===== config.mk =====
export PLATFORM = sky130hd
export DESIGN_NAME = sdr_ctrl
export DESIGN_NICKNAME = d
export VERILOG_FILES = /design/src/hw/rtl/sdr_pkg.sv /design/src/hw/rtl/sdr_ctrl.sv
export VERILOG_INCLUDE_DIRS = /design/src /design/src/hw/rtl
export SDC_FILE = /design/constraint.sdc
export NUM_CORES = 1
export LEC_CHECK = 0
export BUFFER_PORTS_ARGS = -buffer_cell sky130_fd_sc_hd__buf_2
export CORE_AREA = 2 2 39 41
export CTS_BUF_LIST = sky130_fd_sc_hd__clkbuf_8
export CTS_CLUSTER_SIZE = 8
export DETAILED_ROUTE_END_ITERATION = 7
export DIE_AREA = 0 0 41 43
export GPL_ROUTABILITY_DRIVEN = 0
export SETUP_SLACK_MARGIN = 0.2
export SLEW_MARGIN = 5
export SYNTH_ARGS = -nofsm -noshare
export SYNTH_HDL_FRONTEND = slang
export SYNTH_SLANG_ARGS = --single-unit

===== constraint.sdc =====
create_clock -name clk -period 1.3 [get_ports clk]
set_clock_uncertainty 0.1 [all_clocks]
set_input_delay 0 -clock clk [delete_from_list [all_inputs] [get_ports clk]]
set_output_delay 0 -clock clk [all_outputs]
set_load 0.01 [all_outputs]

===== src/hw/rtl/stream_duplicate_remover_macros.svh =====
// Assertion macros shared by the duplicate remover RTL
`ifndef STREAM_DUPLICATE_REMOVER_MACROS_SVH
`define STREAM_DUPLICATE_REMOVER_MACROS_SVH

// Same-cycle implication, checked outside reset
`define SDR_ASSERT_NOW(label, clk, rst_n, ante, cons, msg) \
	label: assert property (@(posedge clk) disable iff (!rst_n) (ante) |-> (cons)) \
		else $error(msg);

// Next-cycle implication, checked outside reset
`define SDR_ASSERT_NXT(label, clk, rst_n, ante, cons, msg) \
	label: assert property (@(posedge clk) disable iff (!rst_n) (ante) |=> (cons)) \
		else $error(msg);

`endif


===== src/hw/rtl/sdr_pkg.sv =====
// Types and constants shared by the duplicate remover modules
package sdr_pkg;

	localparam int DATA_W = 32;
	localparam int KEPT_W = 9;

	// Input transfer payload
	typedef struct packed {
		logic signed [DATA_W-1:0] value;
		logic                     last;
	} sdr_in_t;

	// Output transfer payload
	typedef struct packed {
		logic signed [DATA_W-1:0] value_out;
		logic                     keep;
		logic [KEPT_W-1:0]        kept_count;
		logic                     overflow;
		logic                     end_of_array;
	} sdr_out_t;

	// Controller to datapath commands
	typedef struct packed {
		logic load_in;
		logic scan_en;
		logic commit;
	} sdr_cmd_t;

	// Datapath to controller status
	typedef struct packed {
		logic scan_done;
	} sdr_sts_t;

endpackage


===== src/hw/rtl/sdr_ctrl.sv =====
// Controller: accept, scan and commit sequencing plus output valid
`include "stream_duplicate_remover_macros.svh"

module sdr_ctrl (
	input  logic              clk,
	input  logic              arst_n,
	input  logic              in_valid,
	output logic              in_ready,
	output logic              out_valid,
	input  logic              out_ready,
	input  sdr_pkg::sdr_sts_t sts,
	output sdr_pkg::sdr_cmd_t cmd
);

	typedef enum logic [2:0] {
		ST_IDLE   = 3'b001,
		ST_SCAN   = 3'b010,
		ST_COMMIT = 3'b100
	} state_t;

	state_t state_q;
	state_t state_nxt;
	logic   out_vld_q;
	logic   out_free;

	// Result register can take a new result when empty or being drained
	assign out_free = !out_vld_q || out_ready;
	assign in_ready = (state_q == ST_IDLE);

	// Next state and commands
	always_comb begin
		state_nxt   = state_q;
		cmd.load_in = 1'b0;
		cmd.scan_en = 1'b0;
		cmd.commit  = 1'b0;
		case (state_q)
			ST_IDLE: begin
				if (in_valid) begin
					cmd.load_in = 1'b1;
					state_nxt   = ST_SCAN;
				end
			end
			ST_SCAN: begin
				cmd.scan_en = 1'b1;
				if (sts.scan_done) begin
					state_nxt = ST_COMMIT;
				end
			end
			ST_COMMIT: begin
				if (out_free) begin
					cmd.commit = 1'b1;
					state_nxt  = ST_IDLE;
				end
			end
			default: begin
				state_nxt = ST_IDLE;
			end
		endcase
	end

	// State and output valid registers
	always_ff @(posedge clk or negedge arst_n) begin
		if (!arst_n) begin
			state_q   <= ST_IDLE;
			out_vld_q <= 1'b0;
		end else begin
			state_q <= state_nxt;
			if (cmd.commit) begin
				out_vld_q <= 1'b1;
			end else if (out_ready) begin
				out_vld_q <= 1'b0;
			end
		end
	end

	assign out_valid = out_vld_q;

	`SDR_ASSERT_NXT(a_commit_shows, clk, arst_n, cmd.commit, out_valid, "committed result not presented")
	`SDR_ASSERT_NXT(a_load_scans, clk, arst_n, cmd.load_in, state_q == ST_SCAN, "accepted element did not start a scan")

endmodule


=== After elaboration in Yosys (flattened, before gate mapping) ===
Index checks and enable logic that the tools add are counted.

* Register bits: 4
* Logic and storage cells: 23
* Output and inout bits: 5
* Input bits: 5

* Equality and inequality tests: 6
* Reductions and logical operators: 4
* Muxes and demuxes: 11

{| class="wikitable"
|+ Operator list
! operator !! count
|-
| 3-bit two-way mux || 3
|-
| 3-bit case mux with 3 select lines || 1
|-
| 1-bit two-way mux || 7
|-
| 2-bit != test (second input constant) || 3
|-
| 3-bit by 1-bit == test with 1-bit output (second input constant) || 1
|-
| 3-bit by 2-bit == test with 1-bit output (second input constant) || 1
|-
| 3-bit == test (second input constant) || 1
|-
| 3-bit AND reduction || 1
|-
| 2-bit nonzero test || 1
|-
| 1-bit zero test || 1
|-
| 1-bit logical OR || 1
|}

=== Longest topological paths before layout ===
Gate-level depths: netlist of run 1.

* Word-level depth: 5
* Gate-level depth with buffers: 2
* Depth with buffers taken out: 2

=== Worst setup path after synthesis of run 1 ===
No wires, ideal clock.

* Path type: register to register
* Start: register out_vld_q, in the netlist out_valid
* End: register state_q[2]
* Slack: 0.240 ns
* Data required time: 1.081 ns
* Path buffers: 0
* Library setup time: 0.119 ns
* Arrival: 0.841 ns
* Stages on the path, launching flop included: 3
* Period minus slack after synthesis: 1.060 ns
* Path through: dfrtp_1 and4bb_2 o21a_1

* Cells in the longest elaborated chain, start to end: 4

{| class="wikitable"
|+ Ends and longest elaborated chain
! item !! RTL line !! source
|-
| start: declaration || sdr_ctrl.sv:23 || <nowiki>logic out_vld_q;</nowiki>
|-
| start signal: assignment || sdr_ctrl.sv:65 || <nowiki>out_vld_q <= 1'b0;</nowiki>
|-
| start signal: assignment || sdr_ctrl.sv:69 || <nowiki>out_vld_q <= 1'b1;</nowiki>
|-
| start signal: assignment || sdr_ctrl.sv:71 || <nowiki>out_vld_q <= 1'b0;</nowiki>
|-
| 1-bit zero test || sdr_ctrl.sv:27 || <nowiki>assign out_free = !out_vld_q || out_ready;</nowiki>
|-
| 1-bit logical OR || sdr_ctrl.sv:27 ||
|-
| 2-bit != test (no line) || n/a ||
|-
| 3-bit AND reduction (no line) || n/a ||
|-
| end signal: assignment || sdr_ctrl.sv:67 || <nowiki>state_q <= state_nxt;</nowiki>
|-
| end: declaration || sdr_ctrl.sv:21 || <nowiki>state_t state_q;</nowiki>
|}

No other way between the ends.
A chain may end at the register's enable or synchronous reset.

==> results.sh, run 1 <==
export IMPL_status="complete, but fails checks"
export IMPL_violations="negative hold slack, negative setup slack"
export IMPL_wl_per_cell_um=11.69
export IMPL_maxCapViolations=0
export IMPL_holdWs_ns=-0.03396
export IMPL_fill_cells=141
export IMPL_finalNonFillerCells=59
export IMPL_internal_power_mw=0.6207
export IMPL_netSwitchingPower_mw=0.2834
export IMPL_syn_num_nets=26
export IMPL_ys_seq_elements=4
export IMPL_synth_cell_types=15
export IMPL_slowest_stage="or3b_4"
export IMPL_num_io_pins=10
export IMPL_antenna_found_initial=0
export IMPL_ys_warn_count=0
export IMPL_critPathLaunchType="register"
export IMPL_rsz0062_at_grt="true"
export IMPL_die_area_mm2=0.001763
export IMPL_grt_max_degree=7
export IMPL_rows=14
export IMPL_nNetsFinal=49
export IMPL_clock_path_buffers=2
export IMPL_port_buffer_count=9
export IMPL_cts_tree="done"
export IMPL_synth_top_family_by_area="simple AND/OR/NAND/NOR gates"
export IMPL_synth_compound_area_frac=0.1676
export IMPL_tightest_slew_ns=0.1726
export IMPL_drt_total_wl_um=690
export IMPL_min_delay_start="sts"
export IMPL_die_w_um=41
export IMPL_p_seq_frac=0.245
export IMPL_slew_limit_headroom=0.8848
export IMPL_synthToLayoutAreaGrowth_pct=103.8
export IMPL_criticalPathCategory="reg -> out"
export IMPL_drc=0
export IMPL_drive_gt1_frac=0.7209
export IMPL_place_inst=45
export IMPL_p_clk_frac=0.293
export IMPL_grt_pass1_vias=246
export IMPL_report_power_total_mw=0.9042
export IMPL_hold_class="in -> reg"
export IMPL_rr_startpoint="state_q[1]"
export IMPL_post_route_min_period_ns=1.343
export IMPL_worst_endpoint_required_ns=1.20
export IMPL_setup_viol=1
export IMPL_numCtsBuffers=3
export IMPL_critPathMaxStageDelay_ns=0.41
export IMPL_antennaDiodeCount=0
export IMPL_first_pass_iters=2
export IMPL_track_usage=0.09970
export IMPL_fmax_mhz=744.4
export IMPL_vias_per_cell=3.983
export IMPL_synth_simple_area_share=0.3135
export IMPL_clock_root_buffer="clkbuf_8"
export IMPL_power_frac_comb=0.461
export IMPL_worst_slack_ns=-0.04331
export IMPL_multiInputGateArea_um2=140.1
export IMPL_synth_xor_area_share=0
export IMPL_synth_mux_area_frac=0
export IMPL_drt_iter0_drc=1
export IMPL_path_clk_slew_ns=0.04
export IMPL_layout_common_cells="buf_2 (8), buf_6 (6), inv_1 (3), clkbuf_8 (3), dlygate4sd3_1 (3)"
export IMPL_crit_path_cell_trace="or3b_4 > a21oi_2 > buf_2"
export IMPL_detail_route_antenna_nets=0
export IMPL_initial_core_util=0.1673
export IMPL_grt_pass1_wl_um=1097
export IMPL_swShare=0.3135
export IMPL_power_density_mw_per_mm2=1917
export IMPL_hold_viol=1
export IMPL_finalCritPeriodShare=1.033
export IMPL_ctsHtreeMaxLevel=1
export IMPL_p_leak_nw=0.2218
export IMPL_fin_util=0.3409
export IMPL_core_area_mm2=0.001384
export IMPL_cp_end_kind="primary output"
export IMPL_crit_start="state_q[1]"
export IMPL_die_y_um=43
export IMPL_syn_mean_instance_area_um2=11.02
export IMPL_syn_inst=21
export IMPL_synthAdderAreaFrac=0
export IMPL_cp_data_arrival_time_ns=1.24
export IMPL_final_common_cell="buf_2"
export IMPL_insertion_delay_ns=0.22
export IMPL_overflow=0
export IMPL_vdd_drop_max_uv=627.9
export IMPL_via_count=235
export IMPL_slew_viol_final=0
export IMPL_seqCellArea_um2=102.6
export IMPL_yosysSeqAreaShare=0.4378
export IMPL_cts_sinks=4
export IMPL_syn_area_um2=231.5
export IMPL_critPathMaxFanout=2
## cell usage after synthesis
master | n | area, um2
inv_1 | 3 | 11.26
a21oi_2 | 1 | 8.760
or3b_1 | 2 | 17.52
and3b_2 | 1 | 10.01
buf_4 | 1 | 7.510
o21ai_0 | 1 | 5.000
o21a_1 | 1 | 7.510
nor3_1 | 1 | 5.000
nor3b_1 | 1 | 7.510
and4bb_2 | 2 | 25.02
nand3b_1 | 1 | 7.510
a211oi_2 | 1 | 12.51
dfstp_2 | 1 | 26.28
dfrtp_1 | 3 | 75.07
a21oi_1 | 1 | 5.000
## critical path, delay by kind of cell (launching register included)
family	cells	cell delay [ns]
flip-flops	1	0.39
buffers and inverters	1	0.13
AO/OA/AOI/OAI	1	0.10
AND/OR/NAND/NOR	1	0.41
## routing by layer
| metal | vias to the layer above | global-route usage | part of all wire | routed length, um |
|---|---|---|---|---|
| li1 | 120 | - | - | - |
| met1 | 105 | 0.1136 | 0.43 | 296 |
| met2 | 8 | 0.1344 | 0.51 | 351 |
| met3 | 2 | 0.06283 | 0.048 | 33 |
| met4 | 0 | 0.06000 | 0.012 | 8 |
| met5 | - | 0 | 0 | 0 |
## final timing paths
path | slack, ns | cells after the start | end
worst min-delay path | -0.03 | 3 | state_q[1]
min in group asynchronous | 0.02 | 2 | state_q[1]
max in group asynchronous | 0.87 | 2 | state_q[0]
worst max register to register | 0.07 | 4 | state_q[2]
worst max-delay path | -0.04 | 3 | cmd[0]
worst min register to register | 0.47 | 2 | state_q[0]
## state kept, by name, indices dropped and copies added (netlist names)
name,flops
out_valid,1
state_q,3
## cell type report
class,instances,share of cell area
tap,16,0.04244
timing repair buffer,19,0.3236
sequential,4,0.2175
multi-input combinational,13,0.2971
clock buffer,3,0.08753
clock inverter,1,0.007958
inverter,3,0.02387
## metrics by stage
stage | setup TNS (ns) | worst slack [ns] | area [um2]
floorplan | 0 | 0.2403 | 231.5
global placement | 0 | 0.1593 | 289.0
detailed placement | 0 | 0.1525 | 289.0
CTS | -0.03323 | -0.03323 | 431.7
global route | -0.1255 | -0.09240 | 471.7
finish | -0.04331 | -0.04331 | 471.7
## power groups by stage
stage	sequential, mW	clock (mW)	combinational, mW
6_report	0.222	0.265	0.417
5_1_grt	0.230	0.283	0.443
4_1_cts	0.212	0.275	0.351
3_5_place_dp	0.219	0	0.201
3_3_place_gp	0.219	0	0.202
2_1_floorplan	0.208	0	0.145
## kinds of logic after synthesis
logic type | after synthesis
and+or+nand+nor | 8
DFF | 4
AOI/OAI and AO/OA | 5
buffers and inverters | 4
## repair_timing
action | 4_1_cts | 5_1_grt
pin swaps | 6 | 3
endpoints found under the hold margin | 6 | 1
resized for setup | 7 | 7
cloned | 0 | 0
setup buffers | 6 | 1
hold buffers | 2 | 1
endpoints found under the setup margin | 6 | 7
No activity file was read; power rests on OpenSTA's default activity.
==> run 2, diff against run 1 <==
--- a/config.mk
+++ b/config.mk
@@ -7,11 +7,10 @@
 export NUM_CORES = 1
 export LEC_CHECK = 0
 export BUFFER_PORTS_ARGS = -buffer_cell sky130_fd_sc_hd__buf_2
-export CORE_AREA = 2 2 39 41
-export CTS_BUF_LIST = sky130_fd_sc_hd__clkbuf_8
+export CORE_AREA = 8 8 45 47
 export CTS_CLUSTER_SIZE = 8
 export DETAILED_ROUTE_END_ITERATION = 7
-export DIE_AREA = 0 0 41 43
+export DIE_AREA = 0 0 53 55
 export GPL_ROUTABILITY_DRIVEN = 0
 export SETUP_SLACK_MARGIN = 0.2
 export SLEW_MARGIN = 5
==> run 2 against run 1 <==
Compared with the run above: via count increased by 14%; clock-buffer cell count rose by 1; sequential cell count unchanged; sequential power fell by 4%; the flow finishes with violations (negative setup slack); routed wire length increased by 9.7%.
==> results.sh, run 2 (synthesized netlist as in run 1, its figures left out) <==
export IMPL_antennaDiodeCount=0
export IMPL_path_clk_slew_ns=0.04
export IMPL_worst_slack_ns=-0.06348
export IMPL_rr_startpoint="state_q[2]"
export IMPL_top_register="state_q"
export IMPL_tightest_slew_ns=0.1867
export IMPL_r2r_slack_ns=0.05
export IMPL_rsz0062_at_grt="true"
export IMPL_critPathMaxFanout=5
export IMPL_drive_gt1_frac=0.6875
export IMPL_setup_viol=3
export IMPL_rows=14
export IMPL_wl_per_cell_um=11.83
export IMPL_die_y_um=55
export IMPL_critPathMaxStageDelay_ns=0.40
export IMPL_status="complete, but fails checks"
export IMPL_via_count=269
export IMPL_cp_data_arrival_time_ns=1.26
export IMPL_ctsHtreeMaxLevel=1
export IMPL_grt_pass1_vias=291
export IMPL_slew_viol_final=0
export IMPL_crit_start="state_q[0]"
export IMPL_drt_iter0_drc=0
export IMPL_critPathBufInv=1
export IMPL_nNetsFinal=54
export IMPL_num_io_pins=10
export IMPL_worstRegToRegCells=4
export IMPL_grt_pass1_wl_um=1290
export IMPL_violations="negative setup slack"
export IMPL_drt_total_wl_um=757
export IMPL_slowest_stage="or3b_4"
export IMPL_worst_endpoint_required_ns=1.20
export IMPL_slew_limit_headroom=0.8750
export IMPL_vdd_drop_max_uv=716.3
export IMPL_largest_register_ffs=3
export IMPL_synthToLayoutAreaGrowth_pct=107.6
export IMPL_maxCapViolations=0
export IMPL_insertion_delay_ns=0.25
export IMPL_layout_common_cells="buf_2 (8), buf_4 (7), dlygate4sd3_1 (5)"
export IMPL_crit_end="cmd[0]"
export IMPL_report_power_total_mw=0.8582
export IMPL_critPathLaunchType="register"
export IMPL_cts_tree="done"
export IMPL_cts_sinks=4
export IMPL_detail_route_antenna_nets=0
export IMPL_drc=0
export IMPL_cp_end_kind="primary output"
export IMPL_hold_viol=0
export IMPL_rr_endpoint="state_q[0]"
export IMPL_first_pass_iters=1
export IMPL_die_w_um=53
export IMPL_fin_tns_setup_ns=-0.1073
export IMPL_post_route_min_period_ns=1.363
export IMPL_fin_util=0.3472
export IMPL_port_buffer_count=9
export IMPL_final_common_cell="buf_2"
export IMPL_criticalPathCategory="reg -> out"
export IMPL_hold_class="in -> async"
export IMPL_crit_path_cell_trace="or3b_4 > a21oi_2 > buf_2"
export IMPL_clock_path_buffers=2
export IMPL_vias_per_cell=4.203
export IMPL_finalCritPeriodShare=1.049
export IMPL_stdcell_area_um2=480.5
export IMPL_clock_root_buffer="clkbuf_4"
export IMPL_grt_max_degree=6
export IMPL_initial_core_util=0.1673
export IMPL_holdWs_ns=0.1416
export IMPL_numCtsBuffers=3
export IMPL_place_area_um2=289.0
export IMPL_path_delay_family="simple AND/OR/NAND/NOR gates"
export IMPL_antenna_found_initial=0
export IMPL_fmax_mhz=733.4
export IMPL_p_leak_nw=0.2327
export IMPL_die_area_mm2=0.002915
export IMPL_track_usage=0.06897
export IMPL_cp_depth=3
export IMPL_overflow=0
export IMPL_core_area_mm2=0.001384
export IMPL_power_density_mw_per_mm2=1786
run 2: cell types whose count changed in the layout (fill, tap and decap cells not counted):
cell,change
nor3b_4,-1
dfrtp_2,-1
dlygate4sd3_1,+2
clkbuf_1,+1
dfrtp_1,+1
clkbuf_8,-3
buf_4,+5
buf_6,-2
nor3b_2,+1
inv_1,-1
clkbuf_4,+3
run 2: how the worst min path moves through the flow:
stage | startpoint | end | slack (ns)
finish | arst_n | state_q[0] | 0.14
global route | arst_n | state_q[0] | 0.14
CTS | arst_n | state_q[0] | 0.13
detailed placement | arst_n | out_valid | -0.29
global placement | arst_n | out_valid | -0.29
floorplan | arst_n | out_valid | -0.40
run 2: power breakdown:
group          internal [mW]  switching [mW]  leakage (nW)
clock network          0.116          0.0614        0.0150
registers              0.171          0.0430        0.0510
logic                  0.294           0.173         0.167
total                  0.581           0.277         0.233
run 2: timing repair:
action                                  in CTS  in global routing
gates cloned                                 0                  0
pin swaps                                    3                  4
endpoints found under the setup margin       6                  7
endpoints found under the hold margin        6                  0
gates resized for setup                      6                  4
hold buffers                                 5                  0
setup buffers                                9                  1
run 2: layout make-up:
type / instances / area [um2]
fillers: 146 / 903.4
repair buffers: 24 / 187.7
multi-input cells: 13 / 133.9
flip-flops and latches: 4 / 101.3
clock buffers: 4 / 26.28
well taps: 16 / 20.02
inverters: 3 / 11.26
run 2: metrics by stage:
step / setup WS (ns) / instances
after floorplan: 0.2403 / 21
after global placement: 0.1590 / 45
after detailed placement: 0.1503 / 45
after CTS: -0.07179 / 63
after global routing: -0.1051 / 64
final: -0.06348 / 64
run 2: worst register-to-register path, delay by kind of cell, from the launching register on:
kind            cells  cell delay, ns
buf+inv             2            0.27
simple gates        1            0.24
flops               1            0.37
compound gates      1            0.18
run 2: metal layers:
layer	GRT usage	vias up	routed length (um)
li1	-	131	-
met1	0.05191	122	264
met2	0.09961	11	344
met3	0.03743	5	85
met4	0.1164	0	62
met5	0	-	0
==> run 3, diff against run 2 <==
==> constraint.sdc (replaced) <==
create_clock -name clk -period 1.65 [get_ports clk]
set_clock_uncertainty 0.1 [all_clocks]
set_input_delay 0 -clock clk [delete_from_list [all_inputs] [get_ports clk]]
set_output_delay 0 -clock clk [all_outputs]
set_load 0.01 [all_outputs]
==> run 3 against run 2 <==
Compared with the run above: the run now ends clean; core utilization decreased by 7.2 points; clock power fell by 25%; non-clock buffer count decreased by 9; sequential cell count is the same; clock-buffer cell count did not move; cell area down 21%; routed wire length decreased by 24%.
==> results.sh, run 3 (synthesized netlist as in run 1, its figures left out) <==
export IMPL_die_area_mm2=0.002915
export IMPL_swShare=0.3238
export IMPL_insertion_delay_ns=0.24
export IMPL_fmax_mhz=721.1
export IMPL_rsz0062_at_grt="true"
export IMPL_rows=14
export IMPL_dp_slack_ns=0.4962
export IMPL_criticalPathCategory="reg -> out"
export IMPL_place_inst=45
export IMPL_power_frac_comb=0.355
export IMPL_drive_gt1_frac=0.5128
export IMPL_num_io_pins=10
export IMPL_internal_power_mw=0.3206
export IMPL_tightest_slew_ns=0.3135
export IMPL_synthToLayoutAreaGrowth_pct=64.32
export IMPL_critPathMaxFanout=8
export IMPL_path_clk_slew_ns=0.04
export IMPL_slew_viol_final=0
export IMPL_power_density_mw_per_mm2=1247
export IMPL_setup_viol=0
export IMPL_antennaDiodeCount=0
export IMPL_slew_limit_headroom=0.7906
export IMPL_post_route_min_period_ns=1.387
export IMPL_p_leak_nw=0.1815
export IMPL_final_common_cell="buf_2"
export IMPL_netSwitchingPower_mw=0.1536
export IMPL_drc=0
export IMPL_initial_core_util=0.1673
export IMPL_finalCritPeriodShare=0.8405
export IMPL_cp_data_arrival_time_ns=1.29
export IMPL_cts_sinks=4
export IMPL_layout_common_cells="buf_2 (9), dlygate4sd3_1 (5), inv_1 (3), clkbuf_4 (3)"
export IMPL_vias_per_cell=4.091
export IMPL_dp_hpwl_um=442.7
export IMPL_worst_slack_ns=0.2632
export IMPL_hold_viol=0
export IMPL_first_pass_iters=2
export IMPL_port_buffer_count=9
export IMPL_p_clk_frac=0.278
export IMPL_nNetsFinal=45
export IMPL_cp_end_kind="primary output"
export IMPL_worst_endpoint_required_ns=1.55
export IMPL_top_register="state_q"
export IMPL_die_y_um=55
export IMPL_grt_max_degree=9
export IMPL_clock_path_buffers=2
export IMPL_postCtsSetupBuffers=0
export IMPL_via_count=225
export IMPL_track_usage=0.05422
export IMPL_wl_per_cell_um=10.53
export IMPL_status="finished clean"
export IMPL_fin_tns_setup_ns=0
export IMPL_p_seq_frac=0.367
export IMPL_vdd_drop_max_uv=472.2
export IMPL_largest_register_ffs=3
export IMPL_clock_root_buffer="clkbuf_4"
export IMPL_critPathLaunchType="register"
export IMPL_ctsHtreeMaxLevel=1
export IMPL_grt_pass1_wl_um=1041
export IMPL_drt_iter0_drc=5
export IMPL_die_w_um=53
export IMPL_grt_pass1_vias=231
export IMPL_cts_tree="done"
export IMPL_detail_route_antenna_nets=0
export IMPL_drt_total_wl_um=579
export IMPL_finalNonFillerCells=55
export IMPL_overflow=0
export IMPL_hold_class="reg -> reg"
export IMPL_core_area_mm2=0.001384
export IMPL_numCtsBuffers=3
export IMPL_maxCapViolations=0
export IMPL_antenna_found_initial=0
-- run 3: changes by cell type in the layout (fill, tap and decap cells not counted), sizes merged --
cell	delta
dlymetal6s4s	+1
buf	-10
-- run 3: area by class of cell --
cell class / count / area, um2
fill: 151 / 1003
multi-input combinational: 13 / 111.4
timing repair buffer: 15 / 107.6
sequential: 4 / 103.9
clock buffer: 4 / 26.28
tap: 16 / 20.02
inverter: 3 / 11.26
-- run 3: through the flow --
stage               hold slack, ns  utilization  cell area [um2]  power, mW
finish                      0.3982       0.2749            380.4     0.4742
global route                0.4412       0.2749            380.4     0.5261
CTS                         0.4324       0.2712            375.4     0.4865
detailed placement         -0.2922       0.2089            289.0     0.3340
global placement           -0.2930       0.2089            289.0     0.3324
floorplan                  -0.3956            -            231.5     0.2780
-- run 3: timing repair --
| action | 4_1_cts | 5_1_grt |
|---|---|---|
| hold endpoints to repair | 6 | 0 |
| endpoints found under the setup margin | 0 | 3 |
| hold buffers | 6 | 0 |
| gates resized for setup | 0 | 3 |
-- run 3: critical path: stages, from the launching register on --
cell,delay (ns)
dfrtp_2,0.42
or3b_1,0.40
a21oi_2,0.11
buf_2,0.13
-- run 3: path summary, 6_finish.rpt --
kind / startpoint / slack, ns / cells after the start / end
setup / recovery: state_q[1] / 0.26 / 3 / cmd[0]
hold / removal: state_q[2] / 0.40 / 1 / state_q[1]
setup reg to reg: state_q[1] / 0.55 / 2 / out_valid
hold reg to reg: state_q[2] / 0.40 / 1 / state_q[1]
max in group asynchronous: arst_n / 0.60 / 4 / state_q[2]
min in group asynchronous: arst_n / 0.52 / 3 / state_q[1]
-- run 3: per-layer routing --
metal  routed length [um]  track usage  up-vias
met2                  259      0.06250        8
met1                  249      0.05810      104
met4                   19      0.07759        0
met5                    0            0        -
li1                     -            -      111
met3                   50      0.02941        2
-- run 3: power groups by stage --
stage | combinational, mW | sequential (mW) | clock [mW]
after floorplan | 0.114 | 0.164 | 0
after global placement | 0.162 | 0.170 | 0
after detailed placement | 0.160 | 0.174 | 0
after CTS | 0.172 | 0.172 | 0.142
after global routing | 0.188 | 0.184 | 0.154
final | 0.168 | 0.174 | 0.132
